==> config.mk <==
export PLATFORM = sky130hd
export DESIGN_NAME = peer_slot_table_idle_evict
export DESIGN_NICKNAME = d
export VERILOG_FILES = /design/src/rtl/psti_pkg.sv /design/src/rtl/peer_slot_table_idle_evict.sv
export VERILOG_INCLUDE_DIRS = /design/src /design/src/rtl
export SDC_FILE = /design/constraint.sdc
export NUM_CORES = 2
export LEC_CHECK = 0
export BUFFER_PORTS_ARGS = -buffer_cell sky130_fd_sc_hd__buf_4
export CAP_MARGIN = 20
export CORE_MARGIN = 2
export CORE_UTILIZATION = 51
export CTS_CLUSTER_SIZE = 8
export DETAILED_ROUTE_END_ITERATION = 10
export HOLD_SLACK_MARGIN = 0.02
export PLACE_DENSITY = 0.67
export SETUP_SLACK_MARGIN = 0.15
export SYNTH_ARGS = -nofsm -noshare
export SYNTH_HDL_FRONTEND = slang
export SYNTH_SLANG_ARGS = --single-unit
==> constraint.sdc <==
create_clock -name clk_i -period 39.3 [get_ports clk_i]
set_input_delay 3.93 -clock clk_i [delete_from_list [all_inputs] [get_ports clk_i]]
set_output_delay 3.93 -clock clk_i [all_outputs]
set_load 0.05 [all_outputs]
==> src/rtl/peer_slot_table_idle_evict_assert.svh <==
// Assertion macros shared by the peer slot table RTL.
`ifndef PEER_SLOT_TABLE_IDLE_EVICT_ASSERT_SVH
`define PEER_SLOT_TABLE_IDLE_EVICT_ASSERT_SVH

// Same-cycle implication, checked on the rising clock edge outside reset.
`define PSTI_ASSERT_NOW(label, clk, rst_n, ante, cons, msg) \
  label: assert property (@(posedge clk) disable iff (!rst_n) (ante) |-> (cons)) \
    else $error(msg);

// Next-cycle implication, checked on the rising clock edge outside reset.
`define PSTI_ASSERT_NEXT(label, clk, rst_n, ante, cons, msg) \
  label: assert property (@(posedge clk) disable iff (!rst_n) (ante) |=> (cons)) \
    else $error(msg);

`endif

==> src/rtl/psti_pkg.sv <==
// Package with types and constants of the peer slot table.
package psti_pkg;

  // Default number of slots, slot zero included.
  localparam int unsigned SlotsDef = 15;

  // Idle timeout after reset: ten minutes in milliseconds.
  localparam logic [31:0] IdleTimeoutRst = 32'(10 * 60 * 1000);

  // Result status codes.
  typedef enum logic [2:0] {
    STAT_MATCHED    = 3'd0,
    STAT_NEW        = 3'd1,
    STAT_REPLACED   = 3'd2,
    STAT_FULL       = 3'd3,
    STAT_UNASSIGNED = 3'd4,
    STAT_OUT_OK     = 3'd5
  } status_e;

  // Sequencer states.
  typedef enum logic [1:0] {
    S_IDLE,
    S_OUT,
    S_MATCH,
    S_EVICT
  } state_e;

  // One table entry as held in the slot memory.
  typedef struct packed {
    logic [31:0] ip;
    logic [15:0] port;
    logic [31:0] last;
  } entry_t;

endpackage

==> src/rtl/peer_slot_table_idle_evict.sv <==
// Peer slot table: maps remote endpoints to relay slots with idle eviction.
//
// Usage: an item is accepted when start_i is high and busy_o is low. func_i
// selects an inbound lookup (endpoint in peer_ip_i and peer_port_i) or an
// outbound access to slot slot_sel_i; now_ms_i is the current time. Each item
// gives one result, shown on slot_out_o, status_o, out_ip_o and out_port_o for
// exactly one cycle while done_o is high; the receiver cannot stall it.
// The idle timeout is written through cfg_we_i and cfg_wdata_i; the user must
// write it only while idle, as the block itself does not enforce this.
// Timing: the slot memory has one read port and one write port and is read one
// entry per cycle. An inbound item scans from slot one to the first empty or
// matching slot, else makes the idle scan, which ends in an idle slot or a full
// table. busy_o is already low in the cycle that shows the result, so the next
// item may be accepted then.
// Reset: the slot store reads as all empty at once through one valid flag per
// slot, and the idle timeout returns to ten minutes; no clearing pass is needed.
`include "peer_slot_table_idle_evict_assert.svh"

module peer_slot_table_idle_evict #(
  parameter int unsigned SLOTS = psti_pkg::SlotsDef
) (
  input  logic        clk_i,
  input  logic        rst_ni,
  input  logic        start_i,
  output logic        busy_o,
  input  logic        func_i,
  input  logic [31:0] peer_ip_i,
  input  logic [15:0] peer_port_i,
  input  logic [3:0]  slot_sel_i,
  input  logic [31:0] now_ms_i,
  input  logic        cfg_we_i,
  input  logic [31:0] cfg_wdata_i,
  output logic        done_o,
  output logic [3:0]  slot_out_o,
  output logic [2:0]  status_o,
  output logic [31:0] out_ip_o,
  output logic [15:0] out_port_o
);

  localparam int unsigned IdxW = (SLOTS > 1) ? $clog2(SLOTS) : 1;
  localparam logic [IdxW-1:0] LastIdx = IdxW'(SLOTS - 1);
  localparam logic [IdxW-1:0] FirstIdx = IdxW'(1);

  psti_pkg::state_e state_q, state_d;
  logic [IdxW-1:0]  cur_q, cur_d;
  logic [31:0]      timeout_q;
  logic [31:0]      ip_q, now_q;
  logic [15:0]      port_q;

  // Slot memory and its valid flags.
  psti_pkg::entry_t mem_q [SLOTS];
  psti_pkg::entry_t rdata_q, rd_ent, wr_data;
  logic [SLOTS-1:0] valid_q;
  logic             rvalid_q;
  logic [IdxW-1:0]  rd_addr, wr_addr;
  logic             wr_en;

  // Result registers.
  logic             done_q, res_load;
  logic [3:0]       slot_q, res_slot;
  psti_pkg::status_e status_q, res_status;
  logic [31:0]      oip_q, res_ip;
  logic [15:0]      oport_q, res_port;

  logic accept;
  logic sel_bad;
  logic hit_empty, hit_match, hit_idle;

  assign accept  = start_i && (state_q == psti_pkg::S_IDLE);
  assign sel_bad = (slot_sel_i == 4'd0) || (32'(slot_sel_i) >= SLOTS);

  // An entry never written since reset reads as empty with time zero.
  assign rd_ent    = rvalid_q ? rdata_q : '0;
  assign hit_empty = (rd_ent.port == 16'd0);
  assign hit_match = (rd_ent.ip == ip_q) && (rd_ent.port == port_q);
  assign hit_idle  = ((now_q - rd_ent.last) >= timeout_q);

  // Memory access: one registered read and one write per cycle.
  always_ff @(posedge clk_i) begin
    if (wr_en) begin
      mem_q[wr_addr] <= wr_data;
    end
    rdata_q <= mem_q[rd_addr];
  end

  // Valid flags and read-side flag.
  always_ff @(posedge clk_i or negedge rst_ni) begin
    if (!rst_ni) begin
      valid_q  <= '0;
      rvalid_q <= 1'b0;
    end else begin
      if (wr_en) begin
        valid_q[wr_addr] <= 1'b1;
      end
      rvalid_q <= valid_q[rd_addr];
    end
  end

  // Control state and configuration register.
  always_ff @(posedge clk_i or negedge rst_ni) begin
    if (!rst_ni) begin
      state_q   <= psti_pkg::S_IDLE;
      cur_q     <= '0;
      timeout_q <= psti_pkg::IdleTimeoutRst;
      done_q    <= 1'b0;
    end else begin
      state_q <= state_d;
      cur_q   <= cur_d;
      done_q  <= res_load;
      if (cfg_we_i) begin
        timeout_q <= cfg_wdata_i;
      end
    end
  end

  // Transaction fields held for the scan.
  always_ff @(posedge clk_i) begin
    if (accept) begin
      ip_q   <= peer_ip_i;
      port_q <= peer_port_i;
      now_q  <= now_ms_i;
    end
  end

  // Result payload.
  always_ff @(posedge clk_i) begin
    if (res_load) begin
      slot_q   <= res_slot;
      status_q <= res_status;
      oip_q    <= res_ip;
      oport_q  <= res_port;
    end
  end

  // Sequencer: next state, memory accesses and result selection.
  always_comb begin
    state_d    = state_q;
    cur_d      = cur_q;
    rd_addr    = cur_q + FirstIdx;
    wr_en      = 1'b0;
    wr_addr    = cur_q;
    wr_data    = '{ip: ip_q, port: port_q, last: now_q};
    res_load   = 1'b0;
    res_slot   = 4'(cur_q);
    res_status = psti_pkg::STAT_FULL;
    res_ip     = '0;
    res_port   = '0;
    case (state_q)
      psti_pkg::S_IDLE: begin
        if (start_i) begin
          if (func_i) begin
            if (sel_bad) begin
              res_load   = 1'b1;
              res_slot   = slot_sel_i;
              res_status = psti_pkg::STAT_UNASSIGNED;
            end else begin
              rd_addr = IdxW'(slot_sel_i);
              cur_d   = IdxW'(slot_sel_i);
              state_d = psti_pkg::S_OUT;
            end
          end else begin
            rd_addr = FirstIdx;
            cur_d   = FirstIdx;
            state_d = psti_pkg::S_MATCH;
          end
        end
      end
      psti_pkg::S_OUT: begin
        res_load = 1'b1;
        state_d  = psti_pkg::S_IDLE;
        if (hit_empty) begin
          res_status = psti_pkg::STAT_UNASSIGNED;
        end else begin
          wr_en      = 1'b1;
          wr_data    = '{ip: rd_ent.ip, port: rd_ent.port, last: now_q};
          res_status = psti_pkg::STAT_OUT_OK;
          res_ip     = rd_ent.ip;
          res_port   = rd_ent.port;
        end
      end
      psti_pkg::S_MATCH: begin
        if (hit_empty || hit_match) begin
          wr_en      = 1'b1;
          res_load   = 1'b1;
          res_status = hit_empty ? psti_pkg::STAT_NEW : psti_pkg::STAT_MATCHED;
          state_d    = psti_pkg::S_IDLE;
        end else if (cur_q == LastIdx) begin
          // No empty or matching slot: restart at slot one for the idle scan.
          rd_addr = FirstIdx;
          cur_d   = FirstIdx;
          state_d = psti_pkg::S_EVICT;
        end else begin
          cur_d = cur_q + FirstIdx;
        end
      end
      psti_pkg::S_EVICT: begin
        if (hit_idle) begin
          wr_en      = 1'b1;
          res_load   = 1'b1;
          res_status = psti_pkg::STAT_REPLACED;
          state_d    = psti_pkg::S_IDLE;
        end else if (cur_q == LastIdx) begin
          res_load   = 1'b1;
          res_slot   = 4'(SLOTS);
          res_status = psti_pkg::STAT_FULL;
          state_d    = psti_pkg::S_IDLE;
        end else begin
          cur_d = cur_q + FirstIdx;
        end
      end
      default: begin
        state_d = psti_pkg::S_IDLE;
      end
    endcase
  end

  assign busy_o     = (state_q != psti_pkg::S_IDLE);
  assign done_o     = done_q;
  assign slot_out_o = slot_q;
  assign status_o   = status_q;
  assign out_ip_o   = oip_q;
  assign out_port_o = oport_q;

  // A full table always reports the slot count as its slot number.
  `PSTI_ASSERT_NOW(a_full_slot, clk_i, rst_ni, done_o && (status_o == psti_pkg::STAT_FULL), slot_out_o == 4'(SLOTS), "full result with wrong slot number")
  // Only a successful outbound access returns an endpoint.
  `PSTI_ASSERT_NOW(a_no_endpoint, clk_i, rst_ni, done_o && (status_o != psti_pkg::STAT_OUT_OK), (out_ip_o == 32'd0) && (out_port_o == 16'd0), "endpoint on a result that carries none")
  // Back-to-back results need a transaction accepted in the result cycle.
  `PSTI_ASSERT_NEXT(a_one_result, clk_i, rst_ni, done_o, !done_o || $past(start_i && !busy_o), "result without an accepted transaction")

endmodule

Yosys cells after proc, flatten, opt, wreduce, memory -nomap -nowiden. Memory sizes are Yosys's and may differ from the RTL's. A register that Yosys moved wholly into a read port is not among the register bits. Index checks and enable logic that the tools add are counted.

Register bits after elaboration: 190. Logic and storage cells: 103. Bits in writable memories: 1200. Output and inout bits: 57. Input bits: 121. Memories kept: 1.

Memory list: mem_q (words 15, bits a word 80, rd ports 1, clocked after memory_dff 1, write ports 1, RTL line peer_slot_table_idle_evict.sv:51) `psti_pkg::entry_t mem_q [SLOTS];`.

Multiplexer cells: 54. Equality and inequality tests: 13. Add/subtract/negate cells: 2. Bitwise logic cells: 2. Order comparisons: 5. Reductions and logical operators: 13.

Operator list (number): 2-to-1 mux 80 bit (3); 2-to-1 mux 4 bit (16); == test 32 bit (1); greater-or-equal comparator 32 bit (1); subtractor 32 bit (1); == test 16 bit (1); logical NOT 16 bit (1); 2-to-1 mux 2 bit (8); case mux 4 bit (2 select lines) (2); 2-to-1 mux 1 bit (15); bitwise OR 15 bit (1); case mux 3 bit (4 select lines) (1); case mux 4 bit (3 select lines) (1); < comparator 4 x 5 -> 1 bit (second input constant) (2); 2-to-1 mux 3 bit (3); != test 3 bit (second input constant) (3); != test 2 bit (second input constant) (4); case mux 2 bit (4 select lines) (1); AND reduction 6 bit (1); adder 4 x 1 -> 4 bit (second input constant) (1); binary-select mux 1 bit (select 4 bit) (1); demux 1 bit (select 4 bit) (1); == test 2 bit (second input constant) (2); == test 4 bit (second input constant) (1); 14 further kinds (17).

Longest topological paths before layout.
Depth in word-level cells: 8. Gate-level depth with buffers: 30. Mapped depth without buffers: 26.

Least setup slack after synthesis. No wires, ideal clock.

Path type: reg-to-reg. Start point: reg rvalid_q. End point: mem mem_q[0][0] (netlist name), enable pin. Path slack: 26.521 ns. Path buffers: 5. Cell stages (with the launch flop): 30. Setup time: 0.715 ns. Period minus slack after synthesis: 12.779 ns. Arrival: 12.064 ns. Cell sequence: dfrtp_1 > buf_4 > buf_6 > buf_2 > clkbuf_1 > nand2_1 > fa_1 > a21o_1 > a21oi_1 > nor2b_1 > o21ai_0 > o21bai_1 > o21bai_1 > o21ai_0 > or2_2 > a21oi_1 > xnor2_1 > ha_1 > a21o_1 > a21oi_1 > nor2b_1 > o21ai_0 > nand2b_1 > a21oi_1 > nor2_1 > a211o_1 > or2_2 > a211oi_1 > clkbuf_1 > nor4_1.

Word-level cells in the longest chain between the ends: 8. Elaborated cells between the ends (all ways): 14. Classes of those cells: 1 x add/sub; 1 x order compare; 2 x eq/ne; 7 x mux; 3 x reduce/logical.

RTL lines: from (decl) (RTL line peer_slot_table_idle_evict.sv:54) `logic rvalid_q;`; from (signal assigned) (RTL line peer_slot_table_idle_evict.sv:95) `rvalid_q <= valid_q[rd_addr];`; 2-to-1 mux 80 bit * (RTL line peer_slot_table_idle_evict.sv:73) `assign rd_ent = rvalid_q ? rdata_q : '0;`; parallel branches: the longest is 4 deep, another holds subtractor 32 bit; case mux 1 bit (3 select lines) * (RTL line peer_slot_table_idle_evict.sv:148) `case (state_q)`; 2-to-1 mux 1 bit * (RTL line peer_slot_table_idle_evict.sv:80) `if (wr_en) begin`; 2-to-1 mux 1 bit (implied by the code) * (RTL line peer_slot_table_idle_evict.sv:81) `mem_q[wr_addr] <= wr_data;`; to (decl) (RTL line peer_slot_table_idle_evict.sv:51).

Mark *: on every way between the ends.

Worst setup path in the final report.
Start point: in slot_sel_i[1]. End point: reg rdata_q[54] (netlist name).

Word-level cells in the longest chain between the ends: 6. Elaborated cells between the ends (all ways): 7. Classes of those cells: 1 x order compare; 4 x mux; 2 x reduce/logical.

RTL lines: from (decl) (RTL line peer_slot_table_idle_evict.sv:29) `input logic [3:0] slot_sel_i,`; greater-or-equal comparator 4 bit or logical NOT 4 bit (tied branches) (RTL line peer_slot_table_idle_evict.sv:70) `assign sel_bad = (slot_sel_i == 4'd0) || (32'(slot_sel_i) >= SLOTS);`; logical OR 1 bit (RTL line peer_slot_table_idle_evict.sv:70); 2-to-1 mux 4 bit * (RTL line peer_slot_table_idle_evict.sv:152) `if (sel_bad) begin`; 2-to-1 mux 4 bit * (RTL line peer_slot_table_idle_evict.sv:151) `if (func_i) begin`; 2-to-1 mux 4 bit * (RTL line peer_slot_table_idle_evict.sv:150) `if (start_i) begin`; case mux 4 bit (2 select lines) * (RTL line peer_slot_table_idle_evict.sv:148).

Mark *: on every way between the ends. The rest lies on a longest branch, timed or not. A chain may end at the register's enable or synchronous reset.

==> flow_summary.ini <==
[run_status]
status = completed

[sta]
setup_viol_count_final = 0
fin_crit_ns = 8.57
fin_skew_ns = 0.0459
rsz0062_at_grt = no
relSlewSlack_pct = 22.5
final_max_slew_viol_count = 0
hold_ws_ns = 0.449
fmax_mhz = 117
hold_viol = 0
worstMarginPinSlew_ns = 1.16
fin_crit_sh_pct = 21.8
finalSetupTns_ns = 0

[logic_synthesis]
synthFlopType = edfxtp_1
syn_area_sq_um = 58300
synth_warnings = 0
avgSynthCellArea_sq_um = 15.2
synth_top_area_cell = edfxtp_1
ys_seq_area_share_pct = 73.9
synth_cell_types = 73
synthTopCellsByArea = edfxtp_1 69%, mux2i_1 5.6%, nand2_1 2.8%
synth_top_area_share_pct = 68.8
synth_nets = 4032
syn_inst = 3838
ys_ff_latch = 1470
async_flop_share_pct = 3.74
synth_edf_count = 1335

[detailed_routing]
wl_met2_mm = 70.4
wl_met3_mm = 16.0
drt_first_pass_iters = 5
routed_wl_mm = 156
wl_met1_mm = 66.7
vias_per_cell = 6.19
drc = 0
top_layer = met4
drt_iter0_markers = 4084
antenna_left = 0
via_count = 35500
wl_per_cell_um = 27.2

[power]
p_total_w = 0.00585
p_seq_share_pct = 36.2
switching_share_pct = 37.6
power.density_nw_per_um2 = 87.1
p_sw_w = 0.00220
peakVddDrop_mv = 0.0892
p_leak_nw = 23.7
pwr-share-clk_pct = 27.5
p_int_w = 0.00365
combPwrFrac_pct = 36.4

[floorplan]
die_w_um = 342
ios = 178
coreArea_sq_um = 114000
start_util_pct = 51.2
die-area_sq_um = 117000
placementRows = 124
dieHeight_um = 342

[placed_design]
io_buffers = 177
hpwl_mm = 80.8
gp_congestion = 0.876

[cts]
clk_latency_ns = 0.80
post_cts_buffers = 0
cts.sink_count = 1470
hold_buffers = 0
clockBufferDepth = 3
clockRootBuffer = clkbuf_16
htree_levels = 4
numCtsBuffers = 201
tritoncts = done
ctsResizeCount = 0
path_clk_slew_ns = 0.05

[setup_path]
slowest_delay_ns = 0.83
end_kind = flop
worst-path-stages = 11
startpoint_type = input port
path_buf_inv = 4
crit_chain = buf_4, nor4_1, o21ai_0, a31oi_1, o31a_2, buf_12, buf_4, buf_12, mux2i_1, o22ai_1, or4_1
crit_required_ns = 39.96
crit_slowest_cell = buf_4
critPathMaxFanout = 146
criticalPathCategory = input port to flop
arrival_ns = 9.23
ff2ff_path_depth = 25
crit_family = buffers and inverters

[min_path]
hp-class = flop to flop
hold_path_depth = 2

[layout]
nets = 4260
syn2layout_area_growth_pct = 15.2
final_common_cell = edfxtp_1
final_cell_mix = 1335 x edfxtp_1, 428 x nand2_1, 325 x mux2i_1, 242 x buf_4, 211 x a21oi_1
drive_gt1_share_pct = 12.9

[flow_run]
maxCapViolCount = 0

[grt]
grt_overflow_total = 0
grt_pass1_vias = 34200
grt_pass1_wl_mm = 227
antenna_found_initial = 3
grt_max_degree = 147
grt_use_total_pct = 26.5
-- through the flow --
| stage | setup slack, ns | cell area (sq um) | util, % | std cells |
|---|---|---|---|---|
| detailed placement | 30.11 | 61200 | 53.8 | 5373 |
| finish | 30.73 | 67200 | 59.0 | 5732 |
| global placement | 30.16 | 61200 | 53.8 | 5373 |
| CTS | 30.86 | 67100 | 58.9 | 5729 |
| global route | 30.47 | 67200 | 59.0 | 5731 |
| floorplan | 26.52 | 58300 | - | 3838 |
-- per-layer routing --
layer / vias up / global-route usage, %
met5: - / 0
met4: 0 / 7.35
met3: 230 / 5.63
met2: 1892 / 40.2
met1: 18000 / 39.1
li1: 15400 / -
-- Yosys cell counts, types with 16 or more instances --
cell type  count
dfxtp_1       80
mux2i_1      325
a21oi_1      211
or4_1         83
buf_2         69
a221oi_1      54
o22ai_1      187
and3_1        53
nand3_1       24
a31oi_1       87
xor2_1        28
nand2_1      430
ha_1          72
nor2_1        51
buf_6         16
inv_1         71
xnor2_1       22
dfrtp_1       47
edfxtp_1    1335
o21ai_0      162
a221oi_2      31
clkbuf_1     123
a21o_1        68
-- flip-flops by register name, indices dropped and copies added, names as in the netlist --
name	cells
mem_q	1200
rdata_q	80
ip_q	32
now_q	32
out_ip_o	32
timeout_q	32
out_port_o	16
port_q	16
valid_q	15
cur_q	4
slot_out_o	4
status_o	3
state_q	2
done_o	1
rvalid_q	1
-- power by group through the flow --
stage / Clock, W / Sequential [W] / Combinational, W
5_1_grt: 0.00169 / 0.00213 / 0.00228
6_report: 0.00161 / 0.00212 / 0.00213
2_1_floorplan: 0 / 0.00215 / 0.00144
3_3_place_gp: 0 / 0.00214 / 0.00206
4_1_cts: 0.00162 / 0.00211 / 0.00210
3_5_place_dp: 0 / 0.00214 / 0.00210
-- final cells by class --
cell class                      count  area, sq um
Multi-Input combinational cell   2074        14100
Tap cell                         1512         1890
Timing Repair Buffer              246         1900
Antenna cell                        1         2.50
Fill cell                        8719        46700
Inverter                           73          277
Sequential cell                  1470        43100
Clock inverter                     13          283
Clock buffer                      343         5610
-- worst reg2reg max path: cells and delay by family, from the launching register on --
family	cells	cell delay, ns
adders and majority gates	3	0.88
AOI/OAI and AO/OA	11	2.84
and+or+nand+nor	7	1.61
DFF	1	0.66
buffers and inverters	4	1.97
-- final timing paths --
kind	end	start	slack (ns)
setup / recovery	rdata_q[54]	slot_sel_i[1]	30.73
hold / removal	valid_q[1]	valid_q[1]	0.45
setup reg to reg	mem_q[3][44]	rvalid_q	30.94
hold reg to reg	valid_q[1]	valid_q[1]	0.45
max in group asynchronous	rvalid_q	rst_ni	35.40
min in group asynchronous	timeout_q[5]	rst_ni	3.25
-- cells by family (layout without fill, tap and decap cells) --
group | count (synthesis) | in the layout | share of synthesized area [%]
and+or+nand+nor | 737 | 737 | 6.04
DFF | 1470 | 1470 | 73.9
xor gates and xnor gates | 50 | 50 | 0.751
buffers and inverters | 294 | 675 | 2.26
adders and majority gates | 73 | 73 | 1.58
AOI/OAI and AO/OA | 885 | 885 | 9.83
muxes | 329 | 329 | 5.66
other | 0 | 1 | 0
Power figures use the tool's default switching activity.
